--- src/hdl/assert_macros.svh ---
// ----------------------------------------------------------------------------
// Assertion macros
// Shared concurrent assertion shorthands for the channel state cache.
// ----------------------------------------------------------------------------
`ifndef ASSERT_MACROS_SVH
`define ASSERT_MACROS_SVH

// Property must hold at every clock edge outside reset.
`define ASSERT_CLK(lbl, clk, rstn, prop, msg) \
  lbl: assert property (@(posedge clk) disable iff (!rstn) (prop)) else $error(msg);

// Condition must never be seen at a clock edge outside reset.
`define ASSERT_NEVER(lbl, clk, rstn, cond, msg) \
  lbl: assert property (@(posedge clk) disable iff (!rstn) !(cond)) else $error(msg);

`endif

--- src/hdl/mcsc_pkg.sv ---
// ----------------------------------------------------------------------------
// mcsc_pkg
// Types and constants shared by the channel state cache modules.
// ----------------------------------------------------------------------------
package mcsc_pkg;

  localparam int STATUS_W   = 8;
  localparam int DATA_W     = 7;
  localparam int CHAN_W     = 4;
  localparam int FIFO_DEPTH = 2;

  // Action codes of an input beat.
  typedef enum logic [1:0] {
    ACT_SAVE   = 2'd0,
    ACT_REPLAY = 2'd1,
    ACT_CLEAR  = 2'd2
  } action_e;

  // Status high nibbles that take part in matching.
  localparam logic [3:0] KIND_AFTERTOUCH = 4'hA;
  localparam logic [3:0] KIND_CTRL_CHG   = 4'hB;
  localparam logic [3:0] KIND_PROG_CHG   = 4'hC;
  localparam logic [3:0] KIND_CHAN_PRESS = 4'hD;
  localparam logic [3:0] KIND_PITCH_BEND = 4'hE;

  // Classified operation handed from the front end to the engine.
  typedef enum logic [2:0] {
    OP_APPEND,
    OP_MATCH_FIRST,
    OP_MATCH_STATUS,
    OP_REPLAY,
    OP_CLEAR
  } op_e;

  typedef struct packed {
    op_e                 op;
    logic [CHAN_W-1:0]   ch;
    logic [STATUS_W-1:0] status;
    logic [DATA_W-1:0]   first;
    logic [DATA_W-1:0]   second;
  } cmd_t;

  typedef struct packed {
    logic [STATUS_W-1:0] status;
    logic [DATA_W-1:0]   first;
    logic [DATA_W-1:0]   second;
  } entry_t;

  typedef enum logic [2:0] {
    ENG_IDLE,
    ENG_SCAN,
    ENG_APPEND,
    ENG_RP_RD,
    ENG_RP_OUT
  } eng_state_e;

endpackage

--- src/hdl/mcsc_front.sv ---
// ----------------------------------------------------------------------------
// mcsc_front
// Accepts input beats, classifies them into engine commands and drops the
// ones that have no effect.
// ----------------------------------------------------------------------------
module mcsc_front #(
  parameter int CHANNELS = 16
) (
  input  logic                            clk_i,
  input  logic                            rst_ni,
  input  logic                            in_valid_i,
  output logic                            in_ready_o,
  input  logic [1:0]                      action_i,
  input  logic [mcsc_pkg::STATUS_W-1:0]   status_byte_i,
  input  logic [mcsc_pkg::DATA_W-1:0]     data_first_i,
  input  logic [mcsc_pkg::DATA_W-1:0]     data_second_i,
  input  logic [mcsc_pkg::CHAN_W-1:0]     replay_channel_i,
  output logic                            cmd_valid_o,
  input  logic                            cmd_ready_i,
  output mcsc_pkg::cmd_t                  cmd_o
);

  logic           vld_q, vld_d;
  mcsc_pkg::cmd_t cmd_q, cmd_d;
  mcsc_pkg::cmd_t cls;
  logic           keep;
  logic [3:0]     kind;
  logic           accept;

  assign kind       = status_byte_i[7:4];
  assign in_ready_o = !vld_q || cmd_ready_i;
  assign accept     = in_valid_i && in_ready_o;

  // Classification. Saves to a channel beyond the configured count, replays
  // of such a channel and the unused action code are dropped here.
  always_comb begin
    cls        = '0;
    cls.op     = mcsc_pkg::OP_APPEND;
    cls.status = status_byte_i;
    cls.first  = data_first_i;
    cls.second = data_second_i;
    cls.ch     = status_byte_i[3:0];
    keep       = 1'b0;
    case (mcsc_pkg::action_e'(action_i))
      mcsc_pkg::ACT_SAVE: begin
        keep = ({1'b0, status_byte_i[3:0]} < 5'(CHANNELS));
        if (kind inside {mcsc_pkg::KIND_AFTERTOUCH, mcsc_pkg::KIND_CTRL_CHG}) begin
          cls.op = mcsc_pkg::OP_MATCH_FIRST;
        end else if (kind inside {mcsc_pkg::KIND_PROG_CHG, mcsc_pkg::KIND_CHAN_PRESS,
                                  mcsc_pkg::KIND_PITCH_BEND}) begin
          cls.op = mcsc_pkg::OP_MATCH_STATUS;
        end else begin
          cls.op = mcsc_pkg::OP_APPEND;
        end
      end
      mcsc_pkg::ACT_REPLAY: begin
        cls.op = mcsc_pkg::OP_REPLAY;
        cls.ch = replay_channel_i;
        keep   = ({1'b0, replay_channel_i} < 5'(CHANNELS));
      end
      mcsc_pkg::ACT_CLEAR: begin
        cls.op = mcsc_pkg::OP_CLEAR;
        keep   = 1'b1;
      end
      default: begin
        keep = 1'b0;
      end
    endcase
  end

  always_comb begin
    vld_d = vld_q;
    cmd_d = cmd_q;
    if (vld_q && cmd_ready_i) begin
      vld_d = 1'b0;
    end
    if (accept && keep) begin
      vld_d = 1'b1;
      cmd_d = cls;
    end
  end

  always_ff @(posedge clk_i or negedge rst_ni) begin
    if (!rst_ni) begin
      vld_q <= 1'b0;
    end else begin
      vld_q <= vld_d;
    end
  end

  always_ff @(posedge clk_i) begin
    cmd_q <= cmd_d;
  end

  assign cmd_valid_o = vld_q;
  assign cmd_o       = cmd_q;

endmodule

--- config.mk ---
export PLATFORM = sky130hd
export DESIGN_NAME = mcsc_front
export DESIGN_NICKNAME = d
export VERILOG_FILES = /design/src/hdl/assert_macros.svh /design/src/hdl/mcsc_pkg.sv /design/src/hdl/mcsc_front.sv
export SDC_FILE = /design/constraint.sdc
export NUM_CORES = 1
export LEC_CHECK = 0
export ABC_AREA = 1
export BUFFER_PORTS_ARGS = -buffer_cell sky130_fd_sc_hd__buf_2
export CORE_MARGIN = 5
export CORE_UTILIZATION = 40
export DETAILED_ROUTE_END_ITERATION = 10
export GPL_ROUTABILITY_DRIVEN = 1
export PLACE_DENSITY = 0.8
export SYNTH_ARGS = -nofsm -noshare
export SYNTH_HDL_FRONTEND = slang
export SYNTH_SLANG_ARGS = --single-unit
--- constraint.sdc ---
create_clock -name clk_i -period 2.5 [get_ports clk_i]
set_input_delay 0.375 -clock clk_i [delete_from_list [all_inputs] [get_ports clk_i]]
set_output_delay 0.375 -clock clk_i [all_outputs]
set_load 0.02 [all_outputs]
* Yosys cells after proc, flatten, opt, wreduce, memory -nomap -nowiden
Index checks and enable logic that the tools add are counted.
** Cells by class
- Equality and inequality tests :: 7
- Muxes and demuxes :: 7
- Reduce and logical (&&, ||, !) cells :: 10
** Operators by type and width (count)
- 4-bit equality test (second input constant) :: 5
- 3-bit case mux with 3 select lines :: 1
- 4-bit 2-to-1 mux :: 1
- 2-bit nonzero test :: 2
- 1-bit logical AND :: 3
- 1-bit 2-to-1 mux :: 3
- 3-bit 2-to-1 mux :: 1
- 3-bit nonzero test :: 1
- 3-bit OR reduction :: 1
- 2-bit by 1-bit equality test with 1-bit output (second input constant) :: 1
- 2-bit equality test (second input constant) :: 1
- 2-bit logical NOT :: 1
- 2-bit 2-to-1 mux :: 1
- 1-bit logical NOT :: 1
- 1-bit logical OR :: 1
** Word-level totals
- Flip-flop bits (word level) :: 30
- Input port bits :: 32
- Output and inout bits :: 31
- Logic and storage cells :: 30

* Logic depth before layout (Yosys ltp)
- Word-level depth :: 5
- Depth in mapped cells :: 4
- Mapped depth without buffers :: 4

* Worst setup path after synthesis
No wires, ideal clock.
- Path kind :: input-to-reg
- Start point :: input port action_i[0]
- End point :: register cmd_q (netlist bit cmd_o[0]), enable pin
- Library setup time :: 392 ps
- Data arrival time :: 1388 ps
- Required time :: 2108 ps
- Path slack :: 721 ps
- Stages on the path :: 4
- Path buffers :: 1
- Cells stage by stage :: buf_6 nand2_1 nand2_1 nor2_2
** Between the ends
- Cells in the longest elaborated chain, start to end :: 4
- Elaborated cells on any way between the ends :: 6
- Classes of those cells :: 2 x eq/ne; 1 x mux; 3 x reduce/logical
** RTL lines
- from (decl) :: RTL line mcsc_front.sv:13 : input logic [1:0] action_i,
- 2-bit equality test (tied with other cells) :: RTL line mcsc_front.sv:44 : case (mcsc_pkg::action_e'(action_i))
- 3-bit OR reduction (no source line) (*)
- 1-bit 2-to-1 mux (*) :: RTL line mcsc_front.sv:44
- 1-bit logical AND (*) :: RTL line mcsc_front.sv:77 : if (accept && keep) begin
- to (signal assigned) :: RTL line mcsc_front.sv:92 : cmd_q <= cmd_d;
- to (decl) :: RTL line mcsc_front.sv:24 : mcsc_pkg::cmd_t cmd_q, cmd_d;
Mark *: on every way between the ends. The rest lies on a longest branch, timed or not.
A chain may end at the register's enable or synchronous reset.

* Worst setup path in the final report
- Start point :: register vld_q (netlist: cmd_valid_o)
- End point :: output port in_ready_o
** Between the ends
- Cells in the longest elaborated chain, start to end :: 2
** RTL lines
- from (decl) :: RTL line mcsc_front.sv:23 : logic vld_q, vld_d;
- from (signal assigned) :: RTL line mcsc_front.sv:87 : vld_q <= vld_d;
- 1-bit logical NOT :: RTL line mcsc_front.sv:31 : assign in_ready_o = !vld_q || cmd_ready_i;
- 1-bit logical OR :: RTL line mcsc_front.sv:31
- to (decl) :: RTL line mcsc_front.sv:12 : output logic in_ready_o,
Every way passes these cells.

==> results.cfg <==
[global_routing]
grt_util_all_layers_pct = 13.3
grt_pass1_wl_mm = 3.35
grt_pass1_vias = 718
antenna_found_initial = 0
grt_remaining_overflow = 0
grt_max_degree = 23

[clock_network]
postCtsSetupBuffers = 0
postCtsHoldBufs = 1
cts_root_buf = clkbuf_4
clock-sinks = 30
cts_made_buffers = 5
cts_resized = 0
clk_pin_slew_ns = 0.10
tritoncts = done
clk_latency_ns = 0.32
cts_buffer_depth = 2
h-tree-depth = 2

[worst_setup_path]
rr_startpoint = cmd_valid_o
end_kind = primary output
start_kind = register
crit_type = register to primary output
required_ns = 2.12
r2r_end = cmd_o[4]
reg2reg_depth = 4
crit_path_max_fanout = 2
worstPathArrival_ns = 1.09
rrSetupSlack_ns = 1.10

[pwr]
power_frac_clock_pct = 33.9
pwr-share-comb_pct = 12.0
p_leak_uw = 0.000688
pwr-share-seq_pct = 54.1
total_power_uw = 1100
p_int_uw = 841
peakVddDrop_v = 0.000519
powerDensity_nw_per_um2 = 735
switchingPower_uw = 255
swShare_pct = 23.2

[synthesis]
yosys_warnings = 0
yosys.cell_count.top_type = edfxtp_1
synthesis.area_um2 = 1050
ys_top_cells_by_area = edfxtp_1 (83%), nand2_1 (5.7%), dfrtp_1 (2.4%)
synthesis.nets = 95
async_flop_share_pct = 3.33
synth_common_cells = edfxtp_1 (29), nand2_1 (16), nand3_1 (5), inv_1 (4), nor2_1 (3)
yosysSeqAreaShare_pct = 85.5
synth_top_cell_by_area = edfxtp_1
syn_area_per_cell_um2 = 16.6
synth_cells = 63
ys.flop_type = edfxtp_1
synth_edf_count = 29
synth_cell_types = 11
ys_seq_elements = 30
yosysTopAreaCellShare_pct = 83.2

[floorplan]
die_y_um = 61.2
row_count = 18
start_util_pct = 41.9
io_pins = 63
core_area_um2 = 2500
die-area_um2 = 3740
die_w_um = 61.2

[timing]
setup_viol = 0
period_needed_ns = 1.47
fin_skew_ns = 0.00667
rsz0062_at_grt = no
totalNegativeSetupSlack_ns = 0
slew_headroom_pct = 68.9
worstMarginPinSlew_ns = 0.466
hold_viol = 0
maxSlewViolCount = 0
period_share_pct = 58.7
whs_ns = 0.222
fmax_mhz = 682

[routing]
top_layer = met4
drc = 0
met3_length_um = 356
vias_per_cell = 4.45
finalWirelength_mm = 2.38
wl_per_cell_um = 14.5
firstDrtPassIters = 4
wl_met2_mm = 1.07
vias = 730
drtAntennaViolNets = 0
wl_met1_um = 901
drt-initial-drc-count = 16

[job]
max_cap_violations = 0

[finish]
drive_above_1_share_pct = 55.2
final-instance-count-excl-fill = 164
final_util_pct = 59.7
fin_nets = 165
num_antenna_cells = 0
areaGrowthSynthToFinish_pct = 42.4

[min_path]
hold_end = cmd_o[7]
hold_path.startpoint = data_first_i[0]
holdPathStages = 1
min_path_type = input port to register

[place]
io_buffers = 62
dpl.hpwl_mm = 1.91
numPlacedInstances = 155
gp_congestion = 0.719

[status]
status = completed
## flip-flops by register name (all words and copies together) (netlist names)
name / count
cmd_o: 29
cmd_valid_o: 1
## power groups by stage
stage / Sequential [uW] / Clock, uW / Combinational, uW
6_report: 593 / 371 / 132
5_1_grt: 596 / 403 / 142
4_1_cts: 594 / 376 / 133
3_5_place_dp: 605 / 0 / 132
3_3_place_gp: 603 / 0 / 128
2_1_floorplan: 642 / 0 / 30.1
## metrics by stage
step / setup slack, ns / instance area [um2]
floorplan: 0.721 / 1050
global placement: 0.957 / 1400
detailed placement: 0.922 / 1400
CTS: 1.01 / 1490
global route: 0.936 / 1490
finish: 1.03 / 1490
## cell usage in the layout, fill, tap and decap left out
cell / Yosys / final
bufinv_16: 0 / 1
dfrtp_1: 1 / 1
nor2_1: 3 / 3
clkbuf_4: 0 / 5
clkinv_2: 0 / 2
nand2_1: 16 / 16
inv_4: 1 / 1
buf_12: 0 / 1
inv_1: 4 / 4
edfxtp_1: 29 / 29
dlygate4sd3_1: 0 / 1
nand3_1: 5 / 5
nand2_4: 1 / 1
buf_2: 0 / 62
o21ai_1: 1 / 1
nor2_2: 1 / 1
## worst max-delay path by stage
stage,start,endpoint,cells past startpoint
2_1_floorplan,action_i[0],cmd_o[0],4
3_3_place_gp,action_i[0],cmd_o[0],5
3_5_place_dp,action_i[0],cmd_o[18],5
4_1_cts,cmd_valid_o,in_ready_o,4
5_1_grt,cmd_valid_o,in_ready_o,4
6_report,cmd_valid_o,in_ready_o,4
## kinds of logic (layout without fill, tap and decap cells)
| kind of cell | Yosys count | in the layout | synth area share (%) |
|---|---|---|---|
| DFF | 30 | 30 | 85.5 |
| and+or+nand+nor | 26 | 26 | 10.9 |
| buffers and inverters | 6 | 77 | 3.11 |
| AOI/OAI and AO/OA | 1 | 1 | 0.477 |
## routing by layer
layer,track usage [%],up-vias
met4,6.50,0
met2,21.6,47
li1,-,358
met1,14.1,320
met5,0,-
met3,7.13,5
## worst max-delay path, cell delays in order, from the launching register on
cell and delay [ns]:
dfrtp_1 0.35, inv_1 0.04, nor2_1 0.15, inv_1 0.07
buf_2 0.16
## cell type report
class	count	area, um2
clock buffers	5	37.5
clock inverters	3	40.0
fillers	200	1010
inverters	5	21.3
multi-input cells	27	119
flip-flops and latches	30	896
well taps	30	37.5
repair buffers	64	340
No activity file was read; power rests on OpenSTA's default activity.
