**src/hdl/assert_macros.svh**
```systemverilog
// ----------------------------------------------------------------------------
// Assertion macros
// Shared concurrent assertion shorthands for the channel state cache.
// ----------------------------------------------------------------------------
`ifndef ASSERT_MACROS_SVH
`define ASSERT_MACROS_SVH

// Property must hold at every clock edge outside reset.
`define ASSERT_CLK(lbl, clk, rstn, prop, msg) \
  lbl: assert property (@(posedge clk) disable iff (!rstn) (prop)) else $error(msg);

// Condition must never be seen at a clock edge outside reset.
`define ASSERT_NEVER(lbl, clk, rstn, cond, msg) \
  lbl: assert property (@(posedge clk) disable iff (!rstn) !(cond)) else $error(msg);

`endif

```
**src/hdl/mcsc_pkg.sv**
```systemverilog
// ----------------------------------------------------------------------------
// mcsc_pkg
// Types and constants shared by the channel state cache modules.
// ----------------------------------------------------------------------------
package mcsc_pkg;

  localparam int STATUS_W   = 8;
  localparam int DATA_W     = 7;
  localparam int CHAN_W     = 4;
  localparam int FIFO_DEPTH = 2;

  // Action codes of an input beat.
  typedef enum logic [1:0] {
    ACT_SAVE   = 2'd0,
    ACT_REPLAY = 2'd1,
    ACT_CLEAR  = 2'd2
  } action_e;

  // Status high nibbles that take part in matching.
  localparam logic [3:0] KIND_AFTERTOUCH = 4'hA;
  localparam logic [3:0] KIND_CTRL_CHG   = 4'hB;
  localparam logic [3:0] KIND_PROG_CHG   = 4'hC;
  localparam logic [3:0] KIND_CHAN_PRESS = 4'hD;
  localparam logic [3:0] KIND_PITCH_BEND = 4'hE;

  // Classified operation handed from the front end to the engine.
  typedef enum logic [2:0] {
    OP_APPEND,
    OP_MATCH_FIRST,
    OP_MATCH_STATUS,
    OP_REPLAY,
    OP_CLEAR
  } op_e;

  typedef struct packed {
    op_e                 op;
    logic [CHAN_W-1:0]   ch;
    logic [STATUS_W-1:0] status;
    logic [DATA_W-1:0]   first;
    logic [DATA_W-1:0]   second;
  } cmd_t;

  typedef struct packed {
    logic [STATUS_W-1:0] status;
    logic [DATA_W-1:0]   first;
    logic [DATA_W-1:0]   second;
  } entry_t;

  typedef enum logic [2:0] {
    ENG_IDLE,
    ENG_SCAN,
    ENG_APPEND,
    ENG_RP_RD,
    ENG_RP_OUT
  } eng_state_e;

endpackage

```
**src/hdl/mcsc_fifo.sv**
```systemverilog
// ----------------------------------------------------------------------------
// mcsc_fifo
// Short command queue that decouples the front end from the engine.
// ----------------------------------------------------------------------------
`include "assert_macros.svh"

module mcsc_fifo (
  input  logic           clk_i,
  input  logic           rst_ni,
  input  logic           push_valid_i,
  output logic           push_ready_o,
  input  mcsc_pkg::cmd_t push_data_i,
  output logic           pop_valid_o,
  input  logic           pop_ready_i,
  output mcsc_pkg::cmd_t pop_data_o
);

  localparam int PTR_W = $clog2(mcsc_pkg::FIFO_DEPTH);
  localparam int CNT_W = PTR_W + 1;

  mcsc_pkg::cmd_t   slot_q [mcsc_pkg::FIFO_DEPTH];
  logic [PTR_W-1:0] wr_ptr_q, wr_ptr_d;
  logic [PTR_W-1:0] rd_ptr_q, rd_ptr_d;
  logic [CNT_W-1:0] cnt_q, cnt_d;
  logic             push, pop;

  assign push_ready_o = (cnt_q != CNT_W'(mcsc_pkg::FIFO_DEPTH));
  assign pop_valid_o  = (cnt_q != '0);
  assign push         = push_valid_i && push_ready_o;
  assign pop          = pop_valid_o && pop_ready_i;
  assign pop_data_o   = slot_q[rd_ptr_q];

  always_comb begin
    wr_ptr_d = push ? wr_ptr_q + PTR_W'(1) : wr_ptr_q;
    rd_ptr_d = pop  ? rd_ptr_q + PTR_W'(1) : rd_ptr_q;
    cnt_d    = cnt_q + CNT_W'(push) - CNT_W'(pop);
  end

  always_ff @(posedge clk_i or negedge rst_ni) begin
    if (!rst_ni) begin
      wr_ptr_q <= '0;
      rd_ptr_q <= '0;
      cnt_q    <= '0;
    end else begin
      wr_ptr_q <= wr_ptr_d;
      rd_ptr_q <= rd_ptr_d;
      cnt_q    <= cnt_d;
    end
  end

  always_ff @(posedge clk_i) begin
    if (push) begin
      slot_q[wr_ptr_q] <= push_data_i;
    end
  end

  `ASSERT_CLK(a_fifo_cnt_max, clk_i, rst_ni, cnt_q <= CNT_W'(mcsc_pkg::FIFO_DEPTH), "fifo overfilled")
  `ASSERT_CLK(a_fifo_cnt_track, clk_i, rst_ni, (push && !pop) |=> (cnt_q == $past(cnt_q) + CNT_W'(1)), "fifo count lost a push")

endmodule

```
**config.mk**
```make
export PLATFORM = sky130hd
export DESIGN_NAME = mcsc_fifo
export DESIGN_NICKNAME = d
export VERILOG_FILES = /design/src/hdl/mcsc_pkg.sv /design/src/hdl/mcsc_fifo.sv
export VERILOG_INCLUDE_DIRS = /design/src /design/src/hdl
export SDC_FILE = /design/constraint.sdc
export NUM_CORES = 1
export LEC_CHECK = 0
export BUFFER_PORTS_ARGS = -buffer_cell sky130_fd_sc_hd__buf_2
export CORE_ASPECT_RATIO = 1.1
export CORE_UTILIZATION = 45
export CTS_BUF_LIST = sky130_fd_sc_hd__clkbuf_8 sky130_fd_sc_hd__clkbuf_16
export DETAILED_ROUTE_END_ITERATION = 7
export GPL_TIMING_DRIVEN = 0
export PLACE_DENSITY = 0.7
export SETUP_SLACK_MARGIN = 0.2
export SLEW_MARGIN = 30
export SYNTH_ARGS = -nofsm -noshare
export SYNTH_HDL_FRONTEND = slang
export SYNTH_SLANG_ARGS = --single-unit
export TNS_END_PERCENT = 10
```
**constraint.sdc**
```tcl
create_clock -name clk_i -period 2.7 [get_ports clk_i]
set_input_delay 0.27 -clock clk_i [delete_from_list [all_inputs] [get_ports clk_i]]
set_output_delay 0.27 -clock clk_i [all_outputs]
set_load 0.01 [all_outputs]
```
# Word-level counts from Yosys, hierarchy flattened
# Memories as Yosys holds them, arrays and structs flattened.
# Index checks and enable logic that the tools add are counted.
[classes]
n_addsub = 4
eq_ne = 1
mux = 2
reduce_logical = 3
[op_table]
columns = ["operator", "n"]
rows = [
  ["$add 1x1->1 const B", 2],
  ["$add 2x1->2", 1],
  ["$logic_and 1x1->1", 2],
  ["$mux 1", 2],
  ["$ne 2x2->1 const B", 1],
  ["$reduce_bool 2->1", 1],
  ["$sub 2x1->2", 1],
]
[word_totals]
register_bits = 4
ram_bits = 58
word_cells = 14
mem_count = 1
[mem_list]
columns = ["memory", "words", "word_bits", "read_ports", "rd_ports_with_merged_regs", "write_ports", "line", "rtl"]
rows = [
  ["slot_q", 2, 29, 1, 0, 1, "mcsc_fifo.sv:21", "mcsc_pkg::cmd_t slot_q [mcsc_pkg::FIFO_DEPTH];"],
]

# Longest topological paths before layout
[logic_depth]
ltp_word = 4
depth_mapped = 5

# Worst setup path after synthesis
# Ideal clock, no wire load.
[synth_timing]
kind = "register -> register"
start = "reg cnt_q[0]"
end = "mem slot_q[0][0] (netlist name) (enable)"
setup_ns = 0.415
arrival_ns = 1.939
required_ns = 2.285
path_slack_ns = 0.346
stages_incl_launch_ff = 4
path_buffers = 0
path_cell_list = "dfrtp_1 nand2b_1 nand2_1 nor2_1"
[synth_between]
elab_chain_len = 4
[synth_lines]
columns = ["element", "line", "rtl"]
rows = [
  ["start: declaration", "mcsc_fifo.sv:24", "logic [CNT_W-1:0] cnt_q, cnt_d;"],
  ["start signal: assignment", "mcsc_fifo.sv:47", "cnt_q <= cnt_d;"],
  ["$ne 2x2->1", "mcsc_fifo.sv:27", "assign push_ready_o = (cnt_q != CNT_W'(mcsc_pkg::FIFO_DEPTH));"],
  ["named net push_ready_o", "mcsc_fifo.sv:11", "output logic push_ready_o,"],
  ["$logic_and 1x1->1", "mcsc_fifo.sv:29", "assign push = push_valid_i && push_ready_o;"],
  ["$mux 1", "mcsc_fifo.sv:52", "if (push) begin"],
  ["$mux 1 (not written as such)", "mcsc_fifo.sv:53", "slot_q[wr_ptr_q] <= push_data_i;"],
  ["end: declaration", "mcsc_fifo.sv:21", ""],
]
# The timed path passes the listed nets, and every way through them passes these cells.

==> flow_results.org <==
** Die
- Core ar. :: roughly 4800 um^2
- The die covers 5410 um^2.
- The initialized floorplan defines 26 standard-cell rows.
- Die Width :: 70.2 um
- 64 I/O pins were placed.
- From bottom edge to top edge, the die measures around 77 um.
- Starting density of the core :: 0.481

** Clock tree
- After clock tree synthesis, the clock-pin slew on the worst setup and hold paths is around 0.070 ns.
- The clock net in this run drives a total of a little over 60 sinks.
- Inserted Clock Buffers :: 9
- Clock Tree Buf Depth :: 2
- Gates resized during post-CTS repair numbered 0.
- H-tree level count :: 3
- In this run the post-CTS setup repair buffer count came out at 0.
- TritonCTS built the clock tree.
- Root Buffer :: sky130_fd_sc_hd__clkbuf_8
- At the later pin of the worst-skew pair, clock insertion delay measures 0.32 ns.

** Power and ir drop
- Of the total power, combinational logic draws 0.310.
- The design draws 0.00309 W.
- The analysis attributes to net switching a power of 0.000904 W.
- Proportion of power drawn by the clock network :: 0.238
- Maximum ir drop on the vdd rail :: 558 uV
- Power per Cell Area :: 1060 nW/um^2
- Pint :: 0.00219 W
- Of the total power, the share spent switching nets is 0.292.
- Leakage power :: ~1.1 nW
- Power share of the sequential group :: 0.452

** Logic synthesis
- Post-synth top area share :: 0.757
- For this run, the number of Yosys warnings is 0.
- Of the total synthesized cell area, the portion taken by XOR and XNOR cells is 0.0114.
- Yosys mapped a number of flops with a built-in enable equal to 58.
- Synthesis instantiated 17 different standard cells from the library.
- Arithmetic-cell share of the synthesized area counting full adders, half adders and majority gates :: 0.00543
- Top cells by area in the synthesized netlist :: sky130_fd_sc_hd__edfxtp_1 (76%), sky130_fd_sc_hd__mux2_2 (14%), sky130_fd_sc_hd__dfrtp_1 (4.3%)
- Measured against the total synthesized area, the mux share comes to 0.142.
- Of the synthesized area, sequential elements account for 0.800.
- Averaged over all synthesized cells, the footprint is 20.6 um^2.
- Synthesis produced a netlist with a net count of 146.
- Post-synthesis instance total :: 112
- The biggest area contributor in the post-synthesis netlist is sky130_fd_sc_hd__edfxtp_1.
- After synthesis, the largest family of logic cells by area is multiplexers.
- Top flip-flop cell by instance count after synthesis :: sky130_fd_sc_hd__edfxtp_1
- Most repeated cell in the gate-level netlist after synthesis :: sky130_fd_sc_hd__edfxtp_1
- Flops & latches, synth :: between 60 and 70
- Of all flip-flops after synthesis, the portion carrying an async set or reset was 0.0645.
- Complex-gate fraction of the synthesized area :: 0.0136
- Of the total synthesized cell area, the portion taken by AND, OR, NAND and NOR gates is 0.0212.
- Summing every instance area after synthesis gives 2300 um^2.
- Counting instances in the post-synthesis netlist gives the leading cell types as sky130_fd_sc_hd__edfxtp_1 (58), sky130_fd_sc_hd__mux2_2 (29), sky130_fd_sc_hd__dfrtp_1 (4).

** Detailed routing
- Via total after detailed routing :: 1229
- # DRC :: 0
- After detailed routing, the number of vias per cell comes to 4.94.
- In this run the remaining antenna-violating nets after routing total 0.
- Number of DRC markers after the initial detailed-route iteration :: 63
- DR WL/cell :: 16.2 um
- Detailed-route wire length :: 4.02 mm
- Detailed-router iteration count before antenna repair :: 4

** Setup path
- Class of the most critical setup path :: flop to output port
- For the worst setup path, the data arrival time is between 1 and 1.5 ns.
- STA classifies the critical path startpoint as a flop.
- Along the worst path, the maximum fanout reaches 10.
- STA puts the critical path data required time at 2.43 ns.
- STA classifies the critical path endpoint as an output port.

** Timing
- Worst Clk Skew :: 0.00348 ns
- The worst pin sits at a relative slew slack of 0.536.
- Setup repair after global routing left no endpoint under its margin.
- At the pin with the least slew margin, the transition time is 0.697 ns.
- The number of max-slew violations in the final report came to 0.
- Of the available clock period, the critical path in the final layout requires 0.631.
- Min cycle time layout :: roughly 1.7 ns
- Total setup violations reported at the end of the flow :: 0
- Max Clk Rate :: 0.587 GHz
- Hold violation total from the final report :: 0

** GRT
- Across every metal layer, demand over resource in global routing totals 0.162.
- The first global-routing pass estimated 6.32 mm of wire.
- The via count of the first global-routing pass is between 1000 and 1500.
- Maximum number of pins on one net before global-route repair :: 30
- Antenna violations before repair :: 0
- Sum of overflow across all layers after global routing :: 0

** Place
- The count of buffers added on input and output ports is 63.
- The congestion estimate from routability-driven global placement came to 0.695.
- After legalization and detailed placement, the total HPWL measured approximately 2.7 mm.
- Area after detailed placement :: approximately 2700 um^2

** Min path
- The min-delay analysis places its worst path in the category input pin to flop.

** Final layout
- Post-route design area :: 2910 um^2
- Area grow syn2layout :: 26.6%
- Number of nets in the finished design :: 222
- Count of inserted antenna diode cells :: 0
- Total area of sequential cells :: approximately 1800 um^2
- Share of post-route cells with drive strength above 1 :: 0.580
- The layout has 364 filler cells.
- Summing all multi-input logic gate instances after layout gives 454 um^2.

** Outcome
- Run status :: finished clean

** Job
- Maxcap violations :: 0
## cell families (layout without fill, tap and decap cells)
group	after synthesis	in the layout
AOI/OAI and AO/OA	4	4
xor gates and xnor gates	3	3
adders and majority gates	1	1
buffers and inverters	3	84
DFF	62	62
muxes	29	29
and+or+nand+nor	10	10
## critical path, stage by stage (launching register included)
cell and delay, ns:
sky130_fd_sc_hd__dfrtp_1 0.35, sky130_fd_sc_hd__buf_2 0.26, sky130_fd_sc_hd__mux2_2 0.37, sky130_fd_sc_hd__buf_2 0.14
## final timing paths
kind	start	cells after the start	to	slack [ns]
min reg2reg	wr_ptr_q$_DFFE_PN0P_	1	wr_ptr_q$_DFFE_PN0P_	0.58
max reg2reg	cnt_q[0]$_DFF_PN0_	2	slot_q[1][21]$_DFFE_PP_	1.03
min in group asynchronous	rst_ni	2	cnt_q[0]$_DFF_PN0_	0.28
min	push_data_i[7]	1	slot_q[1][7]$_DFFE_PP_	0.13
max	rd_ptr_q$_DFFE_PN0P_	3	pop_data_o[19]	1.0
max in group asynchronous	rst_ni	2	rd_ptr_q$_DFFE_PN0P_	2.30
## state kept, by name, indices dropped and copies added (netlist names)
signal / count
wr_ptr_q: 1
slot_q: 58
rd_ptr_q: 1
cnt_q: 2
## area by class of cell
cell class | count | share of cell area
sequential | 62 | 0.632
multi-input combinational | 47 | 0.156
clock inverter | 7 | 0.0193
clock buffer | 9 | 0.0425
buffer | 3 | 0.00515
tap | 56 | 0.0240
timing repair buffer | 65 | 0.121
## routing by layer
metal / track usage / vias to the layer above / wire, um
met1: 0.161 / 595 / 1540
li1: - / 591 / -
met3: 0.0670 / 4 / 212
met4: 0.0800 / 0 / 44
met5: 0 / - / 0
met2: 0.288 / 39 / 2230
## power by group through the flow
stage	Clock (W)	Combinational [W]	Sequential, W
finish	0.000736	0.000958	0.00140
floorplan	0	0.000605	0.00139
detailed placement	0	0.000975	0.00142
global route	0.000801	0.00103	0.00142
CTS	0.000757	0.000983	0.00140
global placement	0	0.000893	0.00141
## repair_timing
action                                  4_1_cts  5_1_grt
endpoints found under the setup margin        0        0
endpoints found under the hold margin         4        0
hold buffers                                  1        0
## per-stage QoR
| step | hold WS, ns | utilization | setup slack, ns | setup TNS, ns | cells |
|---|---|---|---|---|---|
| 2_1_floorplan | -0.0256 | - | 0.346 | 0 | 112 |
| 3_3_place_gp | 0.0760 | 0.562 | -0.121 | -3.47 | 231 |
| 3_5_place_dp | 0.0810 | 0.570 | 1.02 | 0 | 232 |
| 4_1_cts | 0.113 | 0.609 | 0.955 | 0 | 249 |
| 5_1_grt | 0.109 | 0.609 | 0.907 | 0 | 249 |
| 6_report | 0.135 | 0.609 | 0.995 | 0 | 249 |
## placed cells by master, fill, tap and decap left out, types with 2 or more instances in the layout
cell                        n
sky130_fd_sc_hd__nor2_1     2
sky130_fd_sc_hd__buf_2     66
sky130_fd_sc_hd__clkinv_2   3
sky130_fd_sc_hd__mux2_2    29
sky130_fd_sc_hd__clkbuf_8   9
sky130_fd_sc_hd__xnor2_1    3
sky130_fd_sc_hd__dfrtp_1    4
sky130_fd_sc_hd__nand2_1    2
sky130_fd_sc_hd__edfxtp_1  58
sky130_fd_sc_hd__clkinv_1   2
Power figures use the tool's default switching activity.
